$ cat config.mk
export PLATFORM = sky130hd
export DESIGN_NAME = tlb_page_table_translator
export DESIGN_NICKNAME = d
export VERILOG_FILES = /design/src/design/tpt_pkg.sv /design/src/design/tpt_ram.sv /design/src/design/tpt_ctrl.sv /design/src/design/tpt_datapath.sv /design/src/design/tlb_page_table_translator.sv
export SDC_FILE = /design/constraint.sdc
export NUM_CORES = 2
export LEC_CHECK = 0
export ABC_AREA = 1
export BUFFER_PORTS_ARGS = -buffer_cell sky130_fd_sc_hd__buf_2
export CAP_MARGIN = 30
export CORE_ASPECT_RATIO = 0.5
export CORE_UTILIZATION = 40
export DETAILED_ROUTE_END_ITERATION = 7
export HOLD_SLACK_MARGIN = 0.03
export PLACE_DENSITY = 0.64
export SLEW_MARGIN = 10
export SYNTH_ARGS = -nofsm -noshare
export SYNTH_HDL_FRONTEND = slang
export SYNTH_HIERARCHICAL = 1
export SYNTH_SLANG_ARGS = --single-unit
$ cat constraint.sdc
create_clock -name i_clk -period 12.1 [get_ports i_clk]
set_clock_uncertainty 0.1 [all_clocks]
set_input_delay 3.025 -clock i_clk [delete_from_list [all_inputs] [get_ports i_clk]]
set_output_delay 3.025 -clock i_clk [all_outputs]
set_load 0.01 [all_outputs]
$ cat src/design/tpt_pkg.sv
// Shared types and fixed widths for the TLB translator.
package tpt_pkg;

    localparam int VA_W   = 16;  // virtual address width
    localparam int PA_W   = 15;  // physical address port width
    localparam int SLOT_W = 4;   // TLB slot port width
    localparam int CNT_W  = 32;  // running counter width

    typedef enum logic [1:0] {
        ST_CLEAR,
        ST_IDLE,
        ST_LOOKUP,
        ST_COMMIT
    } t_state;

    // controller -> datapath
    typedef struct packed {
        logic clear;   // write one page-map entry of the clearing sweep
        logic accept;  // capture the incoming address
        logic lookup;  // TLB compare, page-map read data in hand
        logic commit;  // frame check, table updates, result register load
    } t_cmd;

    // datapath -> controller
    typedef struct packed {
        logic clear_last;  // sweep address at the last page-map entry
    } t_status;

endpackage

$ cat src/design/tpt_ram.sv
// Generic single-write, single-read RAM with registered read data.
module tpt_ram #(
    parameter int WIDTH = 8,
    parameter int DEPTH = 16
) (
    input  logic                     i_clk,
    input  logic                     i_we,
    input  logic [$clog2(DEPTH)-1:0] i_waddr,
    input  logic [WIDTH-1:0]         i_wdata,
    input  logic [$clog2(DEPTH)-1:0] i_raddr,
    output logic [WIDTH-1:0]         o_rdata
);

    logic [WIDTH-1:0] r_mem [DEPTH];
    logic [WIDTH-1:0] r_rdata;

    always_ff @(posedge i_clk) begin
        if (i_we) begin
            r_mem[i_waddr] <= i_wdata;
        end
        r_rdata <= r_mem[i_raddr];
    end

    assign o_rdata = r_rdata;

endmodule

$ cat src/design/tpt_ctrl.sv
// Sequencing state machine for the TLB translator.
module tpt_ctrl (
    input  logic             i_clk,
    input  logic             i_rst_n,
    input  logic             i_start,
    input  tpt_pkg::t_status i_status,
    output tpt_pkg::t_cmd    o_cmd,
    output logic             o_busy
);
    import tpt_pkg::*;

    t_state r_state;
    t_state n_state;

    always_ff @(posedge i_clk) begin
        if (!i_rst_n) begin
            r_state <= ST_CLEAR;
        end else begin
            r_state <= n_state;
        end
    end

    always_comb begin
        n_state = r_state;
        case (r_state)
            ST_CLEAR: begin
                if (i_status.clear_last) begin
                    n_state = ST_IDLE;
                end
            end
            ST_IDLE: begin
                if (i_start) begin
                    n_state = ST_LOOKUP;
                end
            end
            ST_LOOKUP: n_state = ST_COMMIT;
            ST_COMMIT: n_state = ST_IDLE;
            default:   n_state = ST_CLEAR;
        endcase
    end

    always_comb begin
        o_cmd  = '0;
        o_busy = 1'b1;
        case (r_state)
            ST_CLEAR:  o_cmd.clear = 1'b1;
            ST_IDLE: begin
                o_busy       = 1'b0;
                o_cmd.accept = i_start;
            end
            ST_LOOKUP: o_cmd.lookup = 1'b1;
            ST_COMMIT: o_cmd.commit = 1'b1;
            default:   o_busy = 1'b1;
        endcase
    end

endmodule

$ cat src/design/tpt_datapath.sv
// TLB, page map, frame table, pointers, counters and result registers.
module tpt_datapath #(
    parameter int TLB_ENTRIES = 16,
    parameter int FRAME_COUNT = 128,
    parameter int OFFSET_BITS = 8
) (
    input  logic                        i_clk,
    input  logic                        i_rst_n,
    input  tpt_pkg::t_cmd               i_cmd,
    input  logic [tpt_pkg::VA_W-1:0]    i_virtual_address,
    output tpt_pkg::t_status            o_status,
    output logic                        o_result_valid,
    output logic [tpt_pkg::PA_W-1:0]    o_physical_address,
    output logic                        o_tlb_hit,
    output logic                        o_page_fault,
    output logic [tpt_pkg::SLOT_W-1:0]  o_tlb_slot,
    output logic [tpt_pkg::CNT_W-1:0]   o_translated_total,
    output logic [tpt_pkg::CNT_W-1:0]   o_hit_total,
    output logic [tpt_pkg::CNT_W-1:0]   o_fault_total
);
    import tpt_pkg::*;

    localparam int PAGE_W   = VA_W - OFFSET_BITS;
    localparam int FRAME_W  = $clog2(FRAME_COUNT);
    localparam int TLB_W    = $clog2(TLB_ENTRIES);
    localparam int PT_DEPTH = 1 << PAGE_W;
    localparam int PAEXT_W  = PA_W + FRAME_W + OFFSET_BITS;
    localparam int SLEXT_W  = SLOT_W + TLB_W;

    // captured request
    logic [PAGE_W-1:0]      r_page;
    logic [OFFSET_BITS-1:0] r_offset;

    // TLB
    logic [TLB_ENTRIES-1:0] r_tlb_valid;
    logic [TLB_ENTRIES-1:0] n_tlb_valid;
    logic [PAGE_W-1:0]      r_tlb_page  [TLB_ENTRIES];
    logic [FRAME_W-1:0]     r_tlb_frame [TLB_ENTRIES];
    logic [TLB_W-1:0]       r_tlb_ptr;
    logic [FRAME_W-1:0]     r_frame_ptr;

    // lookup stage results
    logic                   lk_hit;
    logic [TLB_W-1:0]       lk_slot;
    logic [FRAME_W-1:0]     lk_frame;
    logic                   r_hit;
    logic [TLB_W-1:0]       r_hit_slot;
    logic [FRAME_W-1:0]     r_hit_frame;
    logic                   r_pt_valid;
    logic [FRAME_W-1:0]     r_pt_frame;

    // memories
    logic [PAGE_W-1:0]      r_clr_addr;
    logic                   pt_we;
    logic [PAGE_W-1:0]      pt_waddr;
    logic [FRAME_W:0]       pt_wdata;
    logic [FRAME_W:0]       pt_rdata;
    logic                   fp_we;
    logic [PAGE_W-1:0]      fp_rdata;

    // commit stage
    logic                   cm_found;
    logic                   cm_fault;
    logic [FRAME_W-1:0]     cm_frame;
    logic [TLB_W-1:0]       cm_slot;
    logic [PAEXT_W-1:0]     cm_pa_ext;
    logic [SLEXT_W-1:0]     cm_slot_ext;

    // counters and result
    logic [CNT_W-1:0]       r_translated;
    logic [CNT_W-1:0]       r_hits;
    logic [CNT_W-1:0]       r_faults;
    logic                   r_out_valid;
    logic [PA_W-1:0]        r_out_pa;
    logic                   r_out_hit;
    logic                   r_out_fault;
    logic [SLOT_W-1:0]      r_out_slot;

    // page -> frame map, {valid, frame}; cleared by the sweep after reset
    tpt_ram #(
        .WIDTH (FRAME_W + 1),
        .DEPTH (PT_DEPTH)
    ) u_page_map (
        .i_clk   (i_clk),
        .i_we    (pt_we),
        .i_waddr (pt_waddr),
        .i_wdata (pt_wdata),
        .i_raddr (i_virtual_address[VA_W-1:OFFSET_BITS]),
        .o_rdata (pt_rdata)
    );

    // inverted frame table: page held by each frame
    tpt_ram #(
        .WIDTH (PAGE_W),
        .DEPTH (FRAME_COUNT)
    ) u_frame_page (
        .i_clk   (i_clk),
        .i_we    (fp_we),
        .i_waddr (r_frame_ptr),
        .i_wdata (r_page),
        .i_raddr (pt_rdata[FRAME_W-1:0]),
        .o_rdata (fp_rdata)
    );

    assign pt_we    = i_cmd.clear | (i_cmd.commit & cm_fault);
    assign pt_waddr = i_cmd.clear ? r_clr_addr : r_page;
    assign pt_wdata = i_cmd.clear ? '0 : {1'b1, r_frame_ptr};
    assign fp_we    = i_cmd.commit & cm_fault;

    assign o_status.clear_last = &r_clr_addr;

    // parallel TLB compare, lowest matching slot wins
    always_comb begin
        lk_hit   = 1'b0;
        lk_slot  = '0;
        lk_frame = '0;
        for (int i = TLB_ENTRIES - 1; i >= 0; i--) begin
            if (r_tlb_valid[i] && (r_tlb_page[i] == r_page)) begin
                lk_hit   = 1'b1;
                lk_slot  = TLB_W'(i);
                lk_frame = r_tlb_frame[i];
            end
        end
    end

    // a mapped page is live only while its frame still holds it
    assign cm_found    = r_pt_valid && (fp_rdata == r_page);
    assign cm_fault    = !r_hit && !cm_found;
    assign cm_frame    = r_hit ? r_hit_frame : (cm_found ? r_pt_frame : r_frame_ptr);
    assign cm_slot     = r_hit ? r_hit_slot : r_tlb_ptr;
    assign cm_pa_ext   = {PA_W'(0), cm_frame, r_offset};
    assign cm_slot_ext = {SLOT_W'(0), cm_slot};

    always_comb begin
        n_tlb_valid = r_tlb_valid;
        if (i_cmd.commit && !r_hit) begin
            // frame reuse drops stale entries before the new fill
            for (int i = 0; i < TLB_ENTRIES; i++) begin
                if (cm_fault && r_tlb_valid[i] && (r_tlb_frame[i] == r_frame_ptr)) begin
                    n_tlb_valid[i] = 1'b0;
                end
            end
            n_tlb_valid[r_tlb_ptr] = 1'b1;
        end
    end

    // control state
    always_ff @(posedge i_clk) begin
        if (!i_rst_n) begin
            r_tlb_valid  <= '0;
            r_tlb_ptr    <= '0;
            r_frame_ptr  <= '0;
            r_translated <= '0;
            r_hits       <= '0;
            r_faults     <= '0;
            r_clr_addr   <= '0;
            r_out_valid  <= 1'b0;
        end else begin
            r_tlb_valid <= n_tlb_valid;
            r_out_valid <= i_cmd.commit;
            if (i_cmd.clear) begin
                r_clr_addr <= r_clr_addr + PAGE_W'(1);
            end
            if (i_cmd.commit) begin
                if (r_translated != '1) begin
                    r_translated <= r_translated + CNT_W'(1);
                end
                if (r_hit && (r_hits != '1)) begin
                    r_hits <= r_hits + CNT_W'(1);
                end
                if (cm_fault && (r_faults != '1)) begin
                    r_faults <= r_faults + CNT_W'(1);
                end
                if (!r_hit) begin
                    r_tlb_ptr <= (r_tlb_ptr == TLB_W'(TLB_ENTRIES - 1)) ? '0
                                 : r_tlb_ptr + TLB_W'(1);
                end
                if (cm_fault) begin
                    r_frame_ptr <= (r_frame_ptr == FRAME_W'(FRAME_COUNT - 1)) ? '0
                                   : r_frame_ptr + FRAME_W'(1);
                end
            end
        end
    end

    // payload
    always_ff @(posedge i_clk) begin
        if (i_cmd.accept) begin
            r_page   <= i_virtual_address[VA_W-1:OFFSET_BITS];
            r_offset <= i_virtual_address[OFFSET_BITS-1:0];
        end
        if (i_cmd.lookup) begin
            r_hit       <= lk_hit;
            r_hit_slot  <= lk_slot;
            r_hit_frame <= lk_frame;
            r_pt_valid  <= pt_rdata[FRAME_W];
            r_pt_frame  <= pt_rdata[FRAME_W-1:0];
        end
        if (i_cmd.commit) begin
            if (!r_hit) begin
                r_tlb_page[r_tlb_ptr]  <= r_page;
                r_tlb_frame[r_tlb_ptr] <= cm_frame;
            end
            r_out_pa    <= cm_pa_ext[PA_W-1:0];
            r_out_hit   <= r_hit;
            r_out_fault <= cm_fault;
            r_out_slot  <= cm_slot_ext[SLOT_W-1:0];
        end
    end

    assign o_result_valid     = r_out_valid;
    assign o_physical_address = r_out_pa;
    assign o_tlb_hit          = r_out_hit;
    assign o_page_fault       = r_out_fault;
    assign o_tlb_slot         = r_out_slot;
    assign o_translated_total = r_translated;
    assign o_hit_total        = r_hits;
    assign o_fault_total      = r_faults;

endmodule

$ cat src/design/tlb_page_table_translator.sv
// Top level of the TLB address translator with FIFO replacement.
//
//  channel  | direction | transfer when                  | payload
//  ---------+-----------+--------------------------------+--------------------------------
//  request  | in        | start high while busy low      | i_virtual_address
//  result   | out       | o_result_valid high (1 cycle)  | o_physical_address, o_tlb_hit,
//           |           |                                | o_page_fault, o_tlb_slot,
//           |           |                                | o_*_total counters
//
//  Cycles: 3 per translation. Accept edge (page-map read issued), lookup
//  (TLB compare, frame-table read), commit (tables, pointers, counters and
//  result registers updated). The result strobe is high the cycle after
//  commit; busy is already low then, so a new start may transfer in that
//  cycle. The chain of two registered RAM reads sets this figure.
//  Reset: after i_rst_n releases, the page map is swept clear, one entry per
//  cycle, 2**(16-OFFSET_BITS) cycles (256 at default); busy stays high.
//  The receiver cannot stall: each result is shown for exactly one cycle.
//
//  Frame lookup uses a direct page -> frame map confirmed against the inverted
//  frame table, so a frame reassigned to another page no longer matches.
module tlb_page_table_translator #(
    parameter int TLB_ENTRIES = 16,
    parameter int FRAME_COUNT = 128,
    parameter int OFFSET_BITS = 8
) (
    input  logic                        i_clk,
    input  logic                        i_rst_n,
    input  logic                        start,
    output logic                        busy,
    input  logic [tpt_pkg::VA_W-1:0]    i_virtual_address,
    output logic                        o_result_valid,
    output logic [tpt_pkg::PA_W-1:0]    o_physical_address,
    output logic                        o_tlb_hit,
    output logic                        o_page_fault,
    output logic [tpt_pkg::SLOT_W-1:0]  o_tlb_slot,
    output logic [tpt_pkg::CNT_W-1:0]   o_translated_total,
    output logic [tpt_pkg::CNT_W-1:0]   o_hit_total,
    output logic [tpt_pkg::CNT_W-1:0]   o_fault_total
);
    import tpt_pkg::*;

    t_cmd    cmd;
    t_status status;

    // sequencer: clear sweep, then accept / lookup / commit per request
    tpt_ctrl u_ctrl (
        .i_clk    (i_clk),
        .i_rst_n  (i_rst_n),
        .i_start  (start),
        .i_status (status),
        .o_cmd    (cmd),
        .o_busy   (busy)
    );

    tpt_datapath #(
        .TLB_ENTRIES (TLB_ENTRIES),
        .FRAME_COUNT (FRAME_COUNT),
        .OFFSET_BITS (OFFSET_BITS)
    ) u_datapath (
        .i_clk              (i_clk),
        .i_rst_n            (i_rst_n),
        .i_cmd              (cmd),
        .i_virtual_address  (i_virtual_address),
        .o_status           (status),
        .o_result_valid     (o_result_valid),
        .o_physical_address (o_physical_address),
        .o_tlb_hit          (o_tlb_hit),
        .o_page_fault       (o_page_fault),
        .o_tlb_slot         (o_tlb_slot),
        .o_translated_total (o_translated_total),
        .o_hit_total        (o_hit_total),
        .o_fault_total      (o_fault_total)
    );

endmodule
======== Yosys cells after proc, flatten, opt, wreduce, memory -nomap -nowiden ========
Memory sizes are Yosys's and may differ from the RTL's. A register that Yosys moved wholly into a read port is not among the register bits.
Index checks and enable logic that the tools add are counted.
W data, S select, Z words.
storage, ports and cells
  RAM bits ................................ 3,312
  register bits after elaboration ......... 191
  word-level logic and storage cells ...... 238
  memories kept ........................... 4
  input bits .............................. 19
  output and inout port bits .............. 119
memory list
  memory                         words  bits a word  read ports  clocked after Yosys merged registers in  write ports  line                source
  u_datapath.u_page_map.r_mem    256    8            1           1                                        1            tpt_ram.sv:14       logic [WIDTH-1:0] r_mem [DEPTH];
  u_datapath.u_frame_page.r_mem  128    8            1           1                                        1            tpt_ram.sv:14
  u_datapath.r_tlb_page          16     8            16          0                                        1            tpt_datapath.sv:37  logic [PAGE_W-1:0] r_tlb_page [TLB_ENTRIES];
  u_datapath.r_tlb_frame         16     7            16          0                                        1            tpt_datapath.sv:38  logic [FRAME_W-1:0] r_tlb_frame [TLB_ENTRIES];
cells by class
  magnitude comparators ................... 2
  mux-type cells .......................... 88
  $add $sub $neg .......................... 6
  eq/ne operators ......................... 43
  reduce and logical (&&, ||, !) cells .... 68
  bitwise operators ....................... 4
operator list
  kind                     number
  $eq A8 B8 Y1             17
  $mux W7                  19
  $eq A7 B7 Y1             16
  $add A32 B1 Y32 const B  3
  $ne A32 B32 Y1 const B   3
  $logic_and A1 B1 Y1      54
  $mux W1                  47
  $mux W4                  10
  $mux W8                  2
  $or A16 B16 Y16          1
  $reduce_or A15 Y1        1
  $mux W3                  4
  $reduce_and A2 Y1        6
  $add A8 B1 Y8 const B    1
  $mux W2                  4
  $pmux W2 S4              1
  $reduce_and A8 Y1        1
  $reduce_or A8 Y1         1
  $add A7 B1 Y7 const B    1
  $eq A7 B7 Y1 const B     1
  $lt A4 B5 Y1 const B     1
  $add A4 B1 Y4 const B    1
  $demux W1 S4             1
  $eq A2 B2 Y1 const B     2
  11 further kinds         13

======== Logic depth before layout (Yosys ltp) ========
An unclocked memory read counts as a cell.
  word-level depth ........................ 19
  gate-level depth with buffers ........... 25
  mapped depth without buffers ............ 24

======== Modules after synthesis ========
The synthesis kept the hierarchy.
modules (own cells, without submodules)
  module                             times used  area an instance (µm²)  sequential area each (µm²)  cells an instance
  tpt_ram (u_datapath.u_page_map)    1           83,396.2                61,659.1                    7,003
  tpt_ram (u_datapath.u_frame_page)  1           42,104.1                30,909.6                    3,575
  tpt_datapath                       1           20,567.2                11,561.1                    2,228
  tpt_ctrl                           1           170.2                   40.0                        24

======== Least setup slack after synthesis ========
No wires, ideal clock.
  kind .................................... reg-to-reg
  start point ............................. register u_datapath.r_frame_ptr[3]
  end point ............................... memory u_datapath.u_page_map.r_mem[0][3] (data pin)
  arrival ................................. 7.032 ns
  stages on the path, launching flop included .. 6
  path buffers ............................ 3
  path slack .............................. 3.575 ns
  path through ............................ dfxtp_1 > clkbuf_1 > inv_1 > clkbuf_1 > buf_1 > nor2_1
between the ends
  longest elaborated chain between the ends .. 1
ends and longest elaborated chain
  item                        line                 source
  start: declaration          tpt_datapath.sv:40   logic [FRAME_W-1:0] r_frame_ptr;
  start signal: assignment    tpt_datapath.sv:179  r_frame_ptr <= (r_frame_ptr == FRAME_W'(FRAME_COUNT - 1)) ? '0
  $mux W8                     tpt_datapath.sv:107  assign pt_wdata = i_cmd.clear ? '0 : {1'b1, r_frame_ptr};
  via u_datapath.pt_wdata[3]  tpt_datapath.sv:56   logic [FRAME_W:0] pt_wdata;
  end: declaration            tpt_ram.sv:14
The timed path passes the listed nets, and every way through them passes these cells.

==> key figures <==
Worst setup path
  • WP depth: 13
  • CP max stage delay: 830 ps
  • Crit-path slowest cell: buf_4
  • Critical Path RT: 12830 ps
  • Crit path top cell by count: nand3_1
  • WP data arrival: 7370 ps
  • Reg2reg path depth: 8
  • CP endpoint kind: register
  • CP Class: in -> reg
  • Startpoint types: input port
  • CP Max Fanout: 72
  • Crit path max-delay family: buffers and inverters
  • Worst path cell trace: buf_8 -> buf_4 -> buf_4 -> buf_4 -> nand3_1 -> nand3_1 -> nand3_1 -> nand3_1 -> nand3_1 -> nand3_1 -> nand2_1 -> nand2_1 -> nand2_1
  • Critical path buffer and inverter count: 4

GRT
  • Global route overflow: 0
  • Largest net degree at the start of global routing: 226
  • Initial antenna violation count: 13
  • All-layer global routing usage: 0.208
  • Global-route wire length before repair: 593 mm
  • Vias in the first global route: 92.3k

Cells and area
  • Commonest non-fill, non-tap cell in the layout: nand2_1
  • Area growth from synthesis to layout: 10.3%
  • Commonest cells after routing, fill and taps aside: 3766 x nand2_1, 3369 x edfxtp_1, 3024 x nand3_1
  • Final net count: 12.7k
  • Share of layout cells above drive strength 1: 0.0686
  • Number of fill cells in the layout: 32.7k

Logic synthesis
  • Mapped Cells: 12.8k
  • Share of flip-flops with an asynchronous set or reset: 0
  • Mean Syn Cell Area: 11.4 um^2
  • Count of different cell masters after synthesis: 61
  • Yosys reg bits: 3519
  • Post-synth top flop: edfxtp_1
  • Register area share after synthesis: 0.712
  • EDFF count, synth: 3369
  • Synthesis Warnings: 6
  • Cell area after synthesis: 0.146 mm^2
  • Mapped Nets: 12.9k

Timing
  • Hold WS: 319 ps
  • Final setup viols: 0
  • Rel. slew slack: 0.176
  • Max Slew Vio Count: 0
  • Tcrit/Tclk final: 0.549
  • Final TNS setup: 0 ps
  • RSZ-0062 raised after global routing: no
  • Fin. Hold Viols: 0
  • FMAX: 151 MHz
  • Fin crit period: 6640 ps
  • Measured slew at the worst slew-check pin: 1240 ps

Routing
  • Pre-Repair DR Iteration Count: 8
  • Drt wl/cell: 22.4 um
  • WL final: 399 mm
  • Remaining antenna violation count after routing: 0
  • DR vias/cell: 5.55
  • Iteration-0 DRC count of the detailed router: 12.6k
  • Residual DRC: 0
  • Vias: 98.8k

Min path
  • Worst min path class: reg -> reg
  • Hold Crit Depth: 0

Power and ir drop
  • Max VDD drop: 0.209 mV
  • Pwr dens: 169 mW/mm^2
  • Total power: 0.0272 W
  • Leak Pwr: 55.6 nW

Placed design
  • Port buffer count: 137
  • Hpwl dp: 220 mm
  • Gpl congestion: 0.876

Clocking
  • CTS root buf: clkbuf_16
  • Postcts setup bufs: 0
  • Clk sink count: 3519
  • Bufs on Longest Clock Path: 4
  • Post-CTS Hold Fix Bufs: 0
  • CTS Buf Count: 329
  • CTS tree: done
  • CTS H-Tree Depth: 5
  • Worst-Skew Late Latency: 960 ps
  • Clock transition at the registers of the reported paths: 70 ps
  • Resized cells post-CTS: 0

Run
  • Maxcap violations: 0

Die
  • Row count: 156
  • Die height: 430 um
  • I/O pins: 138
  • Starting density of the core: 0.403
  • Die X: 857 um
  • Core Area: 0.363 mm^2
  • Die area: 0.368 mm^2

Run status
  • Outcome: complete, no violations
## state kept, by name, summed over array words and instances (netlist names), 15 cells and up
register	flops
u_datapath/r_tlb_page	128
u_datapath/u_page_map/r_mem	2048
u_datapath/o_physical_address	15
u_datapath/o_translated_total	32
u_datapath/o_hit_total	32
u_datapath/u_frame_page/r_mem	1024
u_datapath/o_fault_total	32
u_datapath/r_tlb_frame	112
u_datapath/r_tlb_valid	16
## power by group
group / internal, W / switching [W]
sequential: 0.0138 / 0.0000759
combinational: 0.000639 / 0.00250
clock: 0.00562 / 0.00460
total: 0.0201 / 0.00717
## worst paths after layout
check                                                 startpoint                                       endpoint  slack [ps]
worst max-delay path                        i_virtual_address[9]       u_datapath/u_page_map/o_rdata[7]$_DFF_P_        5460
worst min-delay path            u_datapath/r_offset[7]$_DFFE_PP_     u_datapath/o_physical_address[7]$_DFFE_PP_         320
worst max register to register    u_ctrl/r_state[1]$_SDFFE_PN0P_  u_datapath/u_page_map/r_mem[118][6]$_DFFE_PP_        6560
worst min register to register  u_datapath/r_offset[7]$_DFFE_PP_     u_datapath/o_physical_address[7]$_DFFE_PP_         320
## per-layer routing
metal	share of wire	vias to the layer above	global-route usage	wire length [um]
li1	-	44900	-	-
met1	0.42	48500	0.298	166000
met2	0.46	4769	0.327	183000
met3	0.091	719	0.0340	36400
met4	0.034	4	0.0680	13500
met5	0.000053	-	0	21
## cells by family (layout without fill, tap and decap cells)
group	count (synthesis)	in the layout	share of synthesized area
other cells	0	3	0
xor+xnor	102	102	0.00611
fa+ha+maj	13	13	0.00111
compound gates	420	420	0.0166
buf+inv	1126	1267	0.0372
flops	3519	3519	0.712
simple gates	7650	7650	0.227
## per-stage QoR
stage,utilization,setup WS (ps),cell area (um^2),cells
floorplan,-,3570,146000,12800
global placement,0.415,4580,150000,17200
detailed placement,0.416,4630,151000,17200
CTS,0.444,5630,161000,17800
global route,0.445,5430,161000,17800
finish,0.445,5460,161000,17800
## cell type report
| cell class | count | area [um^2] | share of cell area |
|---|---|---|---|
| sequential | 3519 | 104000 | 0.646 |
| inverter | 344 | 1370 | 0.00847 |
| antenna | 3 | 7.51 | 0.0000465 |
| clock buffer | 422 | 8770 | 0.0543 |
| timing repair buffer | 330 | 2790 | 0.0173 |
| tap | 4819 | 6030 | 0.0374 |
| clock inverter | 171 | 1530 | 0.00945 |
| multi-input combinational | 8185 | 36700 | 0.227 |
## synth_stat cells, types with 3 or more instances
master / instances / area [um^2]
edfxtp_1: 3369 / 101000
a21oi_1: 159 / 796
clkbuf_1: 182 / 683
nand4_1: 40 / 250
buf_1: 58 / 218
nand2_4: 3 / 33.8
o21a_1: 9 / 67.6
inv_2: 22 / 82.6
inv_4: 4 / 25.0
nand4_2: 3 / 37.5
nand2_1: 3766 / 14100
buf_6: 44 / 495
nor3b_1: 14 / 105
a2111o_1: 3 / 33.8
dfxtp_1: 150 / 3000
xor2_1: 71 / 622
buf_2: 405 / 2030
nand3b_1: 6 / 45.0
nor2_2: 4 / 25.0
ha_1: 13 / 163
a2111oi_0: 6 / 52.6
o21ai_0: 134 / 671
o41ai_1: 5 / 43.8
a211oi_1: 14 / 105
a221oi_1: 6 / 52.6
o211ai_1: 5 / 37.5
nand2_2: 3 / 18.8
o2111ai_1: 20 / 175
nor3_1: 66 / 330
o31ai_1: 9 / 67.6
inv_1: 315 / 1180
or2_1: 4 / 25.0
buf_4: 92 / 691
o21ai_1: 7 / 35.0
a31oi_1: 8 / 50.1
or2_2: 18 / 113
xnor2_1: 31 / 272
nor2_1: 647 / 2430
nor4_1: 25 / 156
nand3_1: 3024 / 15100
nor3_2: 11 / 110
o22ai_1: 26 / 163
nor2_4: 4 / 45.0
## worst register-to-register path, stage by stage, from the launching register on
cell     delay, ps
dfxtp_1        380
ha_2           800
inv_1          510
nor2_8         540
inv_2          310
nand2_1        570
nand2_1        770
buf_4          520
nor2_1         670
No activity file was read; power rests on OpenSTA's default activity.
